**config.mk**
```make
export PLATFORM = sky130hd
export DESIGN_NAME = matrix_multiply_4x4_float_top
export DESIGN_NICKNAME = d
export VERILOG_FILES = /design/src/design/mm4f_pkg.sv /design/src/design/mm4f_ram.sv /design/src/design/mm4f_ctrl.sv /design/src/design/mm4f_dp.sv /design/src/design/matrix_multiply_4x4_float_top.sv
export SDC_FILE = /design/constraint.sdc
export NUM_CORES = 2
export LEC_CHECK = 0
export ABC_AREA = 1
export BUFFER_PORTS_ARGS = -buffer_cell sky130_fd_sc_hd__buf_2
export CORE_UTILIZATION = 45
export DETAILED_ROUTE_END_ITERATION = 10
export GPL_ROUTABILITY_DRIVEN = 1
export GPL_TIMING_DRIVEN = 0
export MAX_ROUTING_LAYER = met4
export SLEW_MARGIN = 20
export SYNTH_ARGS = -nofsm -noshare
export SYNTH_HDL_FRONTEND = slang
export SYNTH_SLANG_ARGS = --single-unit
export TNS_END_PERCENT = 10
```
**constraint.sdc**
```tcl
create_clock -name clk -period 10.9 [get_ports clk]
set_clock_uncertainty 0.2 [all_clocks]
set_input_delay 0 -clock clk [delete_from_list [all_inputs] [get_ports clk]]
set_output_delay 0 -clock clk [all_outputs]
set_load 0.1 [all_outputs]
```
**src/design/mm4f_pkg.sv**
```systemverilog
// mm4f_pkg: shared types and constants for the 4x4 binary32 matrix multiplier.
// Holds the request/result structs, the controller state type and the
// command/status bundles. No dependencies.
`default_nettype none
package mm4f_pkg;

  localparam int DIM   = 4;
  localparam int CELLS = DIM * DIM;
  localparam int IDX_W = $clog2(CELLS);
  localparam int K_W   = $clog2(DIM);
  localparam int FP_W  = 32;

  // request kinds
  localparam logic [1:0] KIND_LEFT    = 2'd0;
  localparam logic [1:0] KIND_RIGHT   = 2'd1;
  localparam logic [1:0] KIND_COMPUTE = 2'd2;

  localparam logic [FP_W-1:0] FP_ZERO    = 32'h0000_0000;
  localparam logic [FP_W-1:0] FP_DEF_NAN = 32'hFFC0_0000;

  typedef struct packed {
    logic [1:0]      kind;
    logic [IDX_W-1:0] element_index;
    logic [FP_W-1:0] element_value;
  } in_req_t;

  typedef struct packed {
    logic [IDX_W-1:0] result_index;
    logic [FP_W-1:0] result_value;
    logic            last;
  } out_res_t;

  typedef enum logic [3:0] {
    ST_IDLE,
    ST_READ,
    ST_MUL,
    ST_MLZ,
    ST_MRND,
    ST_ALN,
    ST_SUM,
    ST_ALZ,
    ST_ARND,
    ST_EMIT
  } state_t;

  typedef struct packed {
    logic start;     // clear counters and accumulator
    logic rd;        // issue matrix reads for current term
    logic mul;       // multiply, load normaliser
    logic lz;        // leading-zero count
    logic rnd_prod;  // round into product register
    logic rnd_acc;   // round into accumulator, advance k
    logic aln;       // align addends
    logic sum;       // add/subtract, load normaliser
    logic emit;      // load output register, advance cell
  } cmd_t;

  typedef struct packed {
    logic k_last;
    logic cell_last;
    logic out_free;
  } sts_t;

endpackage
`default_nettype wire

```
**src/design/mm4f_ram.sv**
```systemverilog
// mm4f_ram: generic simple dual-port RAM, one write port, one registered read.
// Depends on nothing.
`default_nettype none
module mm4f_ram #(
  parameter int WIDTH = 32,
  parameter int DEPTH = 16
) (
  input  wire logic                     clk,
  input  wire logic                     we,
  input  wire logic [$clog2(DEPTH)-1:0] waddr,
  input  wire logic [WIDTH-1:0]         wdata,
  input  wire logic [$clog2(DEPTH)-1:0] raddr,
  output logic      [WIDTH-1:0]         rdata
);

  logic [WIDTH-1:0] mem [DEPTH];

  always_ff @(posedge clk) begin
    if (we) begin
      mem[waddr] <= wdata;
    end
    rdata <= mem[raddr];
  end

endmodule
`default_nettype wire

```
**src/design/mm4f_ctrl.sv**
```systemverilog
// mm4f_ctrl: sequencer for the multiply-accumulate walk over all cells.
// Depends on mm4f_pkg for state, command and status types.
`default_nettype none
module mm4f_ctrl (
  input  wire logic            clk,
  input  wire logic            rst_n,
  input  wire logic            in_valid,
  input  wire logic [1:0]      in_kind,
  output logic                 in_stall,
  input  wire mm4f_pkg::sts_t  sts,
  output mm4f_pkg::cmd_t       cmd
);

  mm4f_pkg::state_t state_r, state_nxt;
  logic go;

  assign go       = in_valid && (in_kind == mm4f_pkg::KIND_COMPUTE);
  assign in_stall = (state_r != mm4f_pkg::ST_IDLE);

  always_ff @(posedge clk) begin
    if (!rst_n) begin
      state_r <= mm4f_pkg::ST_IDLE;
    end else begin
      state_r <= state_nxt;
    end
  end

  always_comb begin
    state_nxt = state_r;
    case (state_r)
      mm4f_pkg::ST_IDLE: if (go) state_nxt = mm4f_pkg::ST_READ;
      mm4f_pkg::ST_READ: state_nxt = mm4f_pkg::ST_MUL;
      mm4f_pkg::ST_MUL:  state_nxt = mm4f_pkg::ST_MLZ;
      mm4f_pkg::ST_MLZ:  state_nxt = mm4f_pkg::ST_MRND;
      mm4f_pkg::ST_MRND: state_nxt = mm4f_pkg::ST_ALN;
      mm4f_pkg::ST_ALN:  state_nxt = mm4f_pkg::ST_SUM;
      mm4f_pkg::ST_SUM:  state_nxt = mm4f_pkg::ST_ALZ;
      mm4f_pkg::ST_ALZ:  state_nxt = mm4f_pkg::ST_ARND;
      mm4f_pkg::ST_ARND: state_nxt = sts.k_last ? mm4f_pkg::ST_EMIT : mm4f_pkg::ST_READ;
      mm4f_pkg::ST_EMIT: begin
        if (sts.out_free) begin
          state_nxt = sts.cell_last ? mm4f_pkg::ST_IDLE : mm4f_pkg::ST_READ;
        end
      end
      default: state_nxt = mm4f_pkg::ST_IDLE;
    endcase
  end

  always_comb begin
    cmd = '0;
    case (state_r)
      mm4f_pkg::ST_IDLE: cmd.start    = go;
      mm4f_pkg::ST_READ: cmd.rd       = 1'b1;
      mm4f_pkg::ST_MUL:  cmd.mul      = 1'b1;
      mm4f_pkg::ST_MLZ:  cmd.lz       = 1'b1;
      mm4f_pkg::ST_MRND: cmd.rnd_prod = 1'b1;
      mm4f_pkg::ST_ALN:  cmd.aln      = 1'b1;
      mm4f_pkg::ST_SUM:  cmd.sum      = 1'b1;
      mm4f_pkg::ST_ALZ:  cmd.lz       = 1'b1;
      mm4f_pkg::ST_ARND: cmd.rnd_acc  = 1'b1;
      mm4f_pkg::ST_EMIT: cmd.emit     = sts.out_free;
      default:           cmd          = '0;
    endcase
  end

endmodule
`default_nettype wire

```
**src/design/mm4f_dp.sv**
```systemverilog
// mm4f_dp: matrix stores, binary32 multiply and add with a shared
// normalise/round unit, accumulator and output register.
// Depends on mm4f_pkg and mm4f_ram.
`default_nettype none
module mm4f_dp (
  input  wire logic               clk,
  input  wire logic               rst_n,
  input  wire logic               in_valid,
  input  wire logic               in_stall,
  input  wire mm4f_pkg::in_req_t  in_data,
  output logic                    out_valid,
  input  wire logic               out_stall,
  output mm4f_pkg::out_res_t      out_data,
  input  wire mm4f_pkg::cmd_t     cmd,
  output mm4f_pkg::sts_t          sts
);

  localparam int IW = mm4f_pkg::IDX_W;
  localparam int KW = mm4f_pkg::K_W;

  function automatic logic [5:0] lzc48(input logic [47:0] v);
    logic [5:0] n;
    n = 6'd0;
    for (int i = 0; i < 48; i++) begin
      if (v[i]) n = 6'(47 - i);
    end
    return n;
  endfunction

  function automatic logic is_nan(input logic [31:0] x);
    return (&x[30:23]) && (|x[22:0]);
  endfunction

  function automatic logic is_inf(input logic [31:0] x);
    return (&x[30:23]) && !(|x[22:0]);
  endfunction

  // counters
  logic [KW-1:0] k_r;
  logic [IW-1:0] cell_r;
  logic          ld_accept;

  // matrix stores
  logic [31:0] lft_q, rgt_q;
  logic [IW-1:0] lft_ra, rgt_ra;

  assign ld_accept = in_valid && !in_stall;
  assign lft_ra = {cell_r[IW-1:KW], k_r};
  assign rgt_ra = {k_r, cell_r[KW-1:0]};

  mm4f_ram #(.WIDTH(mm4f_pkg::FP_W), .DEPTH(mm4f_pkg::CELLS)) u_left (
    .clk   (clk),
    .we    (ld_accept && (in_data.kind == mm4f_pkg::KIND_LEFT)),
    .waddr (in_data.element_index),
    .wdata (in_data.element_value),
    .raddr (lft_ra),
    .rdata (lft_q)
  );

  mm4f_ram #(.WIDTH(mm4f_pkg::FP_W), .DEPTH(mm4f_pkg::CELLS)) u_right (
    .clk   (clk),
    .we    (ld_accept && (in_data.kind == mm4f_pkg::KIND_RIGHT)),
    .waddr (in_data.element_index),
    .wdata (in_data.element_value),
    .raddr (rgt_ra),
    .rdata (rgt_q)
  );

  // normaliser inputs
  logic [47:0]        nm_r;
  logic signed [10:0] ne_r;
  logic               ns_r;
  logic               nspec_r;
  logic [31:0]        nspv_r;
  logic [5:0]         lz_r;
  logic [31:0]        prod_r, acc_r;

  // ---- multiply ----
  logic [23:0] ma, mb;
  logic [7:0]  ea, eb;
  logic        m_sign, m_spec;
  logic [31:0] m_spv;
  logic [47:0] m_p;
  logic signed [10:0] m_e;

  always_comb begin
    ma     = {|lft_q[30:23], lft_q[22:0]};
    mb     = {|rgt_q[30:23], rgt_q[22:0]};
    ea     = (lft_q[30:23] == 8'd0) ? 8'd1 : lft_q[30:23];
    eb     = (rgt_q[30:23] == 8'd0) ? 8'd1 : rgt_q[30:23];
    m_sign = lft_q[31] ^ rgt_q[31];
    m_p    = ma * mb;
    m_e    = $signed({3'd0, ea}) + $signed({3'd0, eb}) - 11'sd126;
    m_spec = 1'b1;
    if (is_nan(lft_q)) begin
      m_spv = lft_q | 32'h0040_0000;
    end else if (is_nan(rgt_q)) begin
      m_spv = rgt_q | 32'h0040_0000;
    end else if ((is_inf(lft_q) && rgt_q[30:0] == 31'd0) ||
                 (is_inf(rgt_q) && lft_q[30:0] == 31'd0)) begin
      m_spv = mm4f_pkg::FP_DEF_NAN;
    end else if (is_inf(lft_q) || is_inf(rgt_q)) begin
      m_spv = {m_sign, 8'hFF, 23'd0};
    end else if (lft_q[30:0] == 31'd0 || rgt_q[30:0] == 31'd0) begin
      m_spv = {m_sign, 31'd0};
    end else begin
      m_spec = 1'b0;
      m_spv  = mm4f_pkg::FP_ZERO;
    end
  end

  // ---- add: align ----
  logic [31:0] big, sml;
  logic [7:0]  a_eb, a_es, a_d, a_dc;
  logic [26:0] a_ms;
  logic [53:0] a_tmp;
  logic        a_spec;
  logic [31:0] a_spv;
  logic [26:0] aa_r, ab_r;
  logic        asub_r, asgn_r, aand_r, aspec_r;
  logic [7:0]  aexp_r;
  logic [31:0] aspv_r;

  always_comb begin
    if (acc_r[30:0] >= prod_r[30:0]) begin
      big = acc_r;
      sml = prod_r;
    end else begin
      big = prod_r;
      sml = acc_r;
    end
    a_eb  = (big[30:23] == 8'd0) ? 8'd1 : big[30:23];
    a_es  = (sml[30:23] == 8'd0) ? 8'd1 : sml[30:23];
    a_d   = a_eb - a_es;
    a_dc  = (a_d > 8'd27) ? 8'd27 : a_d;
    a_ms  = {|sml[30:23], sml[22:0], 3'd0};
    a_tmp = {a_ms, 27'd0} >> a_dc;
    a_spec = 1'b1;
    if (is_nan(acc_r)) begin
      a_spv = acc_r | 32'h0040_0000;
    end else if (is_nan(prod_r)) begin
      a_spv = prod_r | 32'h0040_0000;
    end else if (is_inf(acc_r) && is_inf(prod_r) && (acc_r[31] != prod_r[31])) begin
      a_spv = mm4f_pkg::FP_DEF_NAN;
    end else if (is_inf(acc_r)) begin
      a_spv = acc_r;
    end else if (is_inf(prod_r)) begin
      a_spv = prod_r;
    end else begin
      a_spec = 1'b0;
      a_spv  = mm4f_pkg::FP_ZERO;
    end
  end

  // ---- add: sum ----
  logic [27:0] s_sum;
  assign s_sum = asub_r ? ({1'b0, aa_r} - {1'b0, ab_r}) : ({1'b0, aa_r} + {1'b0, ab_r});

  // ---- shared normalise and round ----
  logic signed [10:0] rn_e;
  logic [47:0]        rn_m;
  logic [7:0]         rn_ef;
  logic [6:0]         rn_rs;
  logic [95:0]        rn_tmp;
  logic               rn_stk, rn_inc;
  logic [30:0]        rn_pack;
  logic [31:0]        rn_val;

  always_comb begin
    rn_e   = ne_r - $signed({5'd0, lz_r});
    rn_stk = 1'b0;
    rn_rs  = 7'd0;
    rn_tmp = '0;
    if (rn_e >= 11'sd1) begin
      rn_m  = nm_r << lz_r;
      rn_ef = rn_e[7:0];
    end else if (ne_r >= 11'sd1) begin
      rn_m  = nm_r << (ne_r[5:0] - 6'd1);
      rn_ef = 8'd0;
    end else begin
      // subnormal result: shift right, keep sticky
      rn_rs  = (ne_r <= -11'sd47) ? 7'd48 : 7'(11'sd1 - ne_r);
      rn_tmp = {nm_r, 48'd0} >> rn_rs;
      rn_m   = rn_tmp[95:48];
      rn_stk = |rn_tmp[47:0];
      rn_ef  = 8'd0;
    end
    rn_inc  = rn_m[23] && (rn_stk || (|rn_m[22:0]) || rn_m[24]);
    rn_pack = {rn_ef, rn_m[46:24]} + {30'd0, rn_inc};
    if (nspec_r) begin
      rn_val = nspv_r;
    end else if (rn_e >= 11'sd255) begin
      rn_val = {ns_r, 8'hFF, 23'd0};
    end else begin
      rn_val = {ns_r, rn_pack};
    end
  end

  // ---- registers ----
  logic      out_valid_r, out_valid_nxt;
  mm4f_pkg::out_res_t out_data_r;

  assign out_valid_nxt = cmd.emit ? 1'b1 : (out_stall ? out_valid_r : 1'b0);

  always_ff @(posedge clk) begin
    if (!rst_n) begin
      out_valid_r <= 1'b0;
      k_r         <= '0;
      cell_r      <= '0;
    end else begin
      out_valid_r <= out_valid_nxt;
      if (cmd.start) begin
        k_r    <= '0;
        cell_r <= '0;
      end else begin
        if (cmd.rnd_acc) k_r <= k_r + 1'b1;
        if (cmd.emit) cell_r <= cell_r + 1'b1;
      end
    end
  end

  always_ff @(posedge clk) begin
    if (cmd.start || cmd.emit) acc_r <= mm4f_pkg::FP_ZERO;
    else if (cmd.rnd_acc) acc_r <= rn_val;
    if (cmd.rnd_prod) prod_r <= rn_val;
    if (cmd.lz) lz_r <= lzc48(nm_r);
    if (cmd.mul) begin
      nm_r    <= m_p;
      ne_r    <= m_e;
      ns_r    <= m_sign;
      nspec_r <= m_spec;
      nspv_r  <= m_spv;
    end else if (cmd.sum) begin
      nm_r    <= {s_sum, 20'd0};
      ne_r    <= $signed({3'd0, aexp_r}) + 11'sd1;
      ns_r    <= asgn_r;
      // exact zero: +0 unless both addends were -0
      nspec_r <= aspec_r || (s_sum == 28'd0);
      nspv_r  <= aspec_r ? aspv_r : {aand_r, 31'd0};
    end
    if (cmd.aln) begin
      aa_r    <= {|big[30:23], big[22:0], 3'd0};
      ab_r    <= a_tmp[53:27] | {26'd0, |a_tmp[26:0]};
      asub_r  <= acc_r[31] ^ prod_r[31];
      asgn_r  <= big[31];
      aand_r  <= acc_r[31] & prod_r[31];
      aexp_r  <= a_eb;
      aspec_r <= a_spec;
      aspv_r  <= a_spv;
    end
    if (cmd.emit) begin
      out_data_r.result_index <= cell_r;
      out_data_r.result_value <= acc_r;
      out_data_r.last         <= sts.cell_last;
    end
  end

  assign out_valid     = out_valid_r;
  assign out_data      = out_data_r;
  assign sts.k_last    = (k_r == KW'(mm4f_pkg::DIM - 1));
  assign sts.cell_last = (cell_r == IW'(mm4f_pkg::CELLS - 1));
  assign sts.out_free  = !out_valid_r || !out_stall;

  // ---- assertions ----
  a_no_overwrite: assert property (@(posedge clk) disable iff (!rst_n)
    cmd.emit |-> (!out_valid_r || !out_stall))
    else $error("result register overwritten while stalled");

  a_wrap: assert property (@(posedge clk) disable iff (!rst_n)
    (cmd.emit && sts.cell_last) |=> (cell_r == '0))
    else $error("cell counter not wrapped after last cell");

  a_start_clear: assert property (@(posedge clk) disable iff (!rst_n)
    cmd.start |=> (acc_r == mm4f_pkg::FP_ZERO && k_r == '0))
    else $error("accumulator or term counter not cleared");

  a_k_at_emit: assert property (@(posedge clk) disable iff (!rst_n)
    cmd.emit |-> (k_r == '0))
    else $error("cell emitted with terms outstanding");

endmodule
`default_nettype wire

```
**src/design/matrix_multiply_4x4_float_top.sv**
```systemverilog
// matrix_multiply_4x4_float_top: 4x4 binary32 matrix multiplier.
// Load requests are accepted whenever the controller is idle. A compute request
// stalls the input until all 16 product elements are emitted; each element takes
// 4 terms x 8 controller steps, plus one emit step. A stalled output register
// delays each later element by the stall.
// Synchronous active-low reset clears control only; matrices undefined until loaded.
`default_nettype none
module matrix_multiply_4x4_float_top (
  input  wire logic               clk,
  input  wire logic               rst_n,
  // request channel
  input  wire logic               in_valid,
  output logic                    in_stall,
  input  wire mm4f_pkg::in_req_t  in_data,
  // result channel
  output logic                    out_valid,
  input  wire logic               out_stall,
  output mm4f_pkg::out_res_t      out_data
);

  mm4f_pkg::cmd_t cmd;
  mm4f_pkg::sts_t sts;

  // Controller: accepts requests only when idle; sequences one cell at a time.
  mm4f_ctrl u_ctrl (
    .clk      (clk),
    .rst_n    (rst_n),
    .in_valid (in_valid),
    .in_kind  (in_data.kind),
    .in_stall (in_stall),
    .sts      (sts),
    .cmd      (cmd)
  );

  // Datapath: stores, arithmetic, output register (lets the next request in
  // while the final result waits).
  mm4f_dp u_dp (
    .clk       (clk),
    .rst_n     (rst_n),
    .in_valid  (in_valid),
    .in_stall  (in_stall),
    .in_data   (in_data),
    .out_valid (out_valid),
    .out_stall (out_stall),
    .out_data  (out_data),
    .cmd       (cmd),
    .sts       (sts)
  );

endmodule
`default_nettype wire
```
==> summary.md <==
| Metric | Value |
|---|---|
| Post-Syn Area | `87000 sq um` |
| Antenna Nets Post-Route | `0` |
| Gr ovfl total | `0` |
| Sw power | `around 4.2 mW` |
| Initial DRC Count | `about 8100` |
| H-tree level count | `4` |
| Root Driver | `clkbuf_16` |
| Post-CTS setup buffer count | `0` |
| Internal | `9.53 mW` |
| Clock power frac | `approximately 36%` |
| Initial antenna violation count | `14` |
| Synth area leaders | `edfxtp_1, fa_1, nand2_1, o21ai_0, inv_1` |
| Status | `complete, no violations` |
| Yosys reg bits | `1394` |
| CP Data Required Time | `~11 ns` |
| CP Class | `register to register` |
| Largest delay share family, worst path | `simple AND/OR/NAND/NOR gates` |
| # resized after CTS | `0` |
| Buffers added on ports | `80` |
| Crit path capture type | `register` |
| Worst vdd ir | `168 uV` |
| Final setup violation count | `0` |
| Synthesized instance count | `9128` |
| Worst min path class | `input port to register` |
| Setup TNS Final | `0 ns` |
| Max-Cap Viols | `0` |
| Pleak | `38.7 nW` |
| Vias | `71100` |
| CTS clk-pin slew, worst paths | `around 0.060 ns` |
| Yosys warning count | `0` |
| CP Buf/Inv Count | `11` |
| Area post-placement | `92000 sq um` |
| Die outline area | `roughly 200000 sq um` |
| Worst path max stage delay | `0.63 ns` |
| CTS tree | `built` |
| DP Cell Count | `11800` |
| Share of the synthesized area in the top cell type | `approximately 44%` |
| Vias in the first global route | `~70000` |
| Clock Latency Late Sink | `0.82 ns` |
| I/O pin count | `slightly above 80` |
| Max clock buf depth | `3` |
| Layout cells sized above 1 | `under 10%` |
| Crit path max fanout | `10` |
| Biggest area consumer among synthesized cells | `edfxtp_1` |
| CORE AREA | `191000 sq um` |
| Hold buffer count at cts | `50` |
| Max_slew headroom | `around 15%` |
| Num CTS Buffers | `149` |
| Sw frac | `30.8%` |
| Post-route cell area | `97300 sq um` |
| Remaining DRCs | `0` |
| WHS | `slightly above 0.08 ns` |
| Sequential share of power | `a little over two fifths` |
| Post-synthesis cell type count | `70` |
| Worst-Margin Slew | `1.27 ns` |
| Gpl congestion | `between 1 and 1.5` |
| Final net count | `10300` |
| Starting density of the core | `a little under half` |
| Max stage delay cell, worst path | `xor2_1` |
| Slew Viols, Final | `0` |
| Drt wl/cell | `27.0 um` |
| Tcrit/Tclk final | `90.9%` |
| Seq/Total Area, Yosys | `46.9%` |
| Final Hold Fails | `0` |
| Fin cells | `between 10000 and 15000` |
| Total track usage | `34.1%` |
| Row count | `160` |
| Pwr dens | `roughly 140 nW/um^2` |
| Total chip power | `about 14 mW` |
| Ys flop type | `edfxtp_1` |
| Vias per std cell | `just under 6` |
| CP Launch Type | `register` |
| First-pass GRT wire length | `approximately 470000 um` |
| WP data arrival | `10.29 ns` |
| Gate power share | `20.1%` |
| Ys async rst share | `0%` |
| Final worst path period need | `9.91 ns` |
| Die Y | `approximately 440 um` |
| Clock sinks | `1394` |
| EDFF count, synth | `~1300` |
| Post-DP HPWL | `251000 um` |
| RSZ-0062 raised after global routing | `false` |
| Post-Syn Nets | `9941` |
| Syn Area/Cell | `9.53 sq um` |
| First drt pass iteration count | `6` |
| Final wirelength | `327000 um` |
| Die X | `442 um` |
| Fmax | `101 MHz` |
| Largest net degree at the start of global routing | `33` |
| P&R area growth vs syn | `11.9%` |
## worst register-to-register path: cells and delay by family, from the launching register on
family	cells	cell delay, ns
flops	1	0.35
xor+xnor	1	0.63
buf+inv	11	2.69
fa+ha+maj	2	0.60
simple gates	18	2.94
compound gates	8	2.26
## synth_stat cells, types with 5 or more instances
master / instances
nand2_1: 1772
edfxtp_1: 1287
inv_1: 1139
o21ai_0: 952
nor2_1: 783
clkbuf_1: 501
fa_1: 486
ha_1: 285
a21oi_1: 267
mux2i_1: 218
nand3_1: 217
o221ai_1: 181
o21ai_1: 125
dfxtp_1: 107
o211ai_1: 105
nor3_1: 77
xor2_1: 65
o22ai_1: 64
o32ai_1: 64
nand4_1: 61
nor4_1: 45
buf_1: 41
a31oi_1: 33
buf_2: 27
xnor2_1: 26
o31ai_1: 25
o21a_1: 20
or2_2: 18
inv_2: 14
clkinv_1: 13
o21ai_2: 10
o21bai_1: 10
nor3b_1: 8
a32o_1: 6
and2_1: 6
nor2_2: 6
a21o_1: 5
o2111ai_1: 5
## per-stage QoR
stage	utilization, %	setup WS (ns)
2_1_floorplan	-	3.20
3_3_place_gp	47.4	-0.434
3_5_place_dp	48.2	1.24
4_1_cts	50.9	1.23
5_1_grt	50.9	0.152
6_report	50.9	0.987
## final timing paths
| kind | startpoint | end | slack, ns | depth (start not counted) |
|---|---|---|---|---|
| worst max-delay path | u_dp.prod_r[11]$_DFFE_PP_ | u_dp.ab_r[0]$_DFFE_PP_ | 0.99 | 40 |
| worst min-delay path | in_data[7] | u_dp.u_right.mem[1][7]$_DFFE_PP_ | 0.08 | 2 |
| worst max register to register | u_dp.prod_r[11]$_DFFE_PP_ | u_dp.ab_r[0]$_DFFE_PP_ | 0.99 | 40 |
| worst min register to register | u_dp.cell_r[3]$_SDFFE_PP0P_ | u_dp.out_data[36]$_DFFE_PP_ | 0.25 | 0 |
## state kept, by name (all words and copies together) (netlist names), 2 cells and up
signal / count
u_ctrl.state_r: 4
u_dp.aa_r: 24
u_dp.ab_r: 27
u_dp.acc_r: 32
u_dp.aexp_r: 8
u_dp.aspv_r: 32
u_dp.cell_r: 4
u_dp.k_r: 2
u_dp.lz_r: 6
u_dp.ne_r: 11
u_dp.nm_r: 48
u_dp.nspv_r: 32
u_dp.out_data: 37
u_dp.prod_r: 32
u_dp.u_left.mem: 512
u_dp.u_left.rdata: 32
u_dp.u_right.mem: 512
u_dp.u_right.rdata: 32
## power by group through the flow
stage	clock network [mW]	registers (mW)	logic, mW
2_1_floorplan	0	6.08	1.68
3_3_place_gp	0	6.13	2.65
3_5_place_dp	0	6.11	2.68
4_1_cts	5.03	5.99	2.70
5_1_grt	5.24	6.00	3.00
6_report	5.01	6.00	2.76
## per-layer routing
metal / routed length (um) / vias up / share of wire (%) / GRT usage (%)
met5: 0 / - / 0 / -
met4: 18400 / 0 / 5.6 / 16.8
met3: 26900 / 766 / 8.2 / 5.39
met2: 153000 / 3566 / 47 / 54.1
met1: 129000 / 35100 / 40 / 42.4
li1: - / 31700 / - / -
## logic make-up (layout without fill, tap and decap cells)
logic type	Yosys count	in the layout	share of synthesized area, %
fa+ha+maj	771	771	15.3
other cells	0	10	0
mux	218	218	2.51
compound gates	1899	1899	12.8
xor+xnor	91	91	0.916
simple gates	3016	3016	14.0
flops	1394	1394	46.9
buf+inv	1739	2208	7.57
## cell type report
cell class	instances	area, sq um
tap	2511	3140
fill	17700	93700
clock buffer	203	4040
clock inverter	75	721
sequential	1394	40800
multi-input combinational	5995	39900
timing repair buffer	191	2110
inverter	1166	4380
antenna	10	25.0
buffer	573	2220
## cell usage in the layout (no fill, tap or decap), types with 65 or more instances in the layout
| master | count |
|---|---|
| o21ai_1 | 127 |
| edfxtp_1 | 1287 |
| o21ai_0 | 950 |
| nand3_1 | 216 |
| o211ai_1 | 105 |
| clkbuf_16 | 151 |
| mux2i_1 | 218 |
| nor2_1 | 747 |
| clkbuf_1 | 542 |
| buf_2 | 107 |
| ha_1 | 285 |
| fa_1 | 486 |
| nand2_1 | 1772 |
| inv_1 | 1139 |
| xor2_1 | 65 |
| a21oi_1 | 267 |
| dfxtp_1 | 107 |
| nor3_1 | 76 |
| o221ai_1 | 181 |
(Power assumes the default switching activity.)
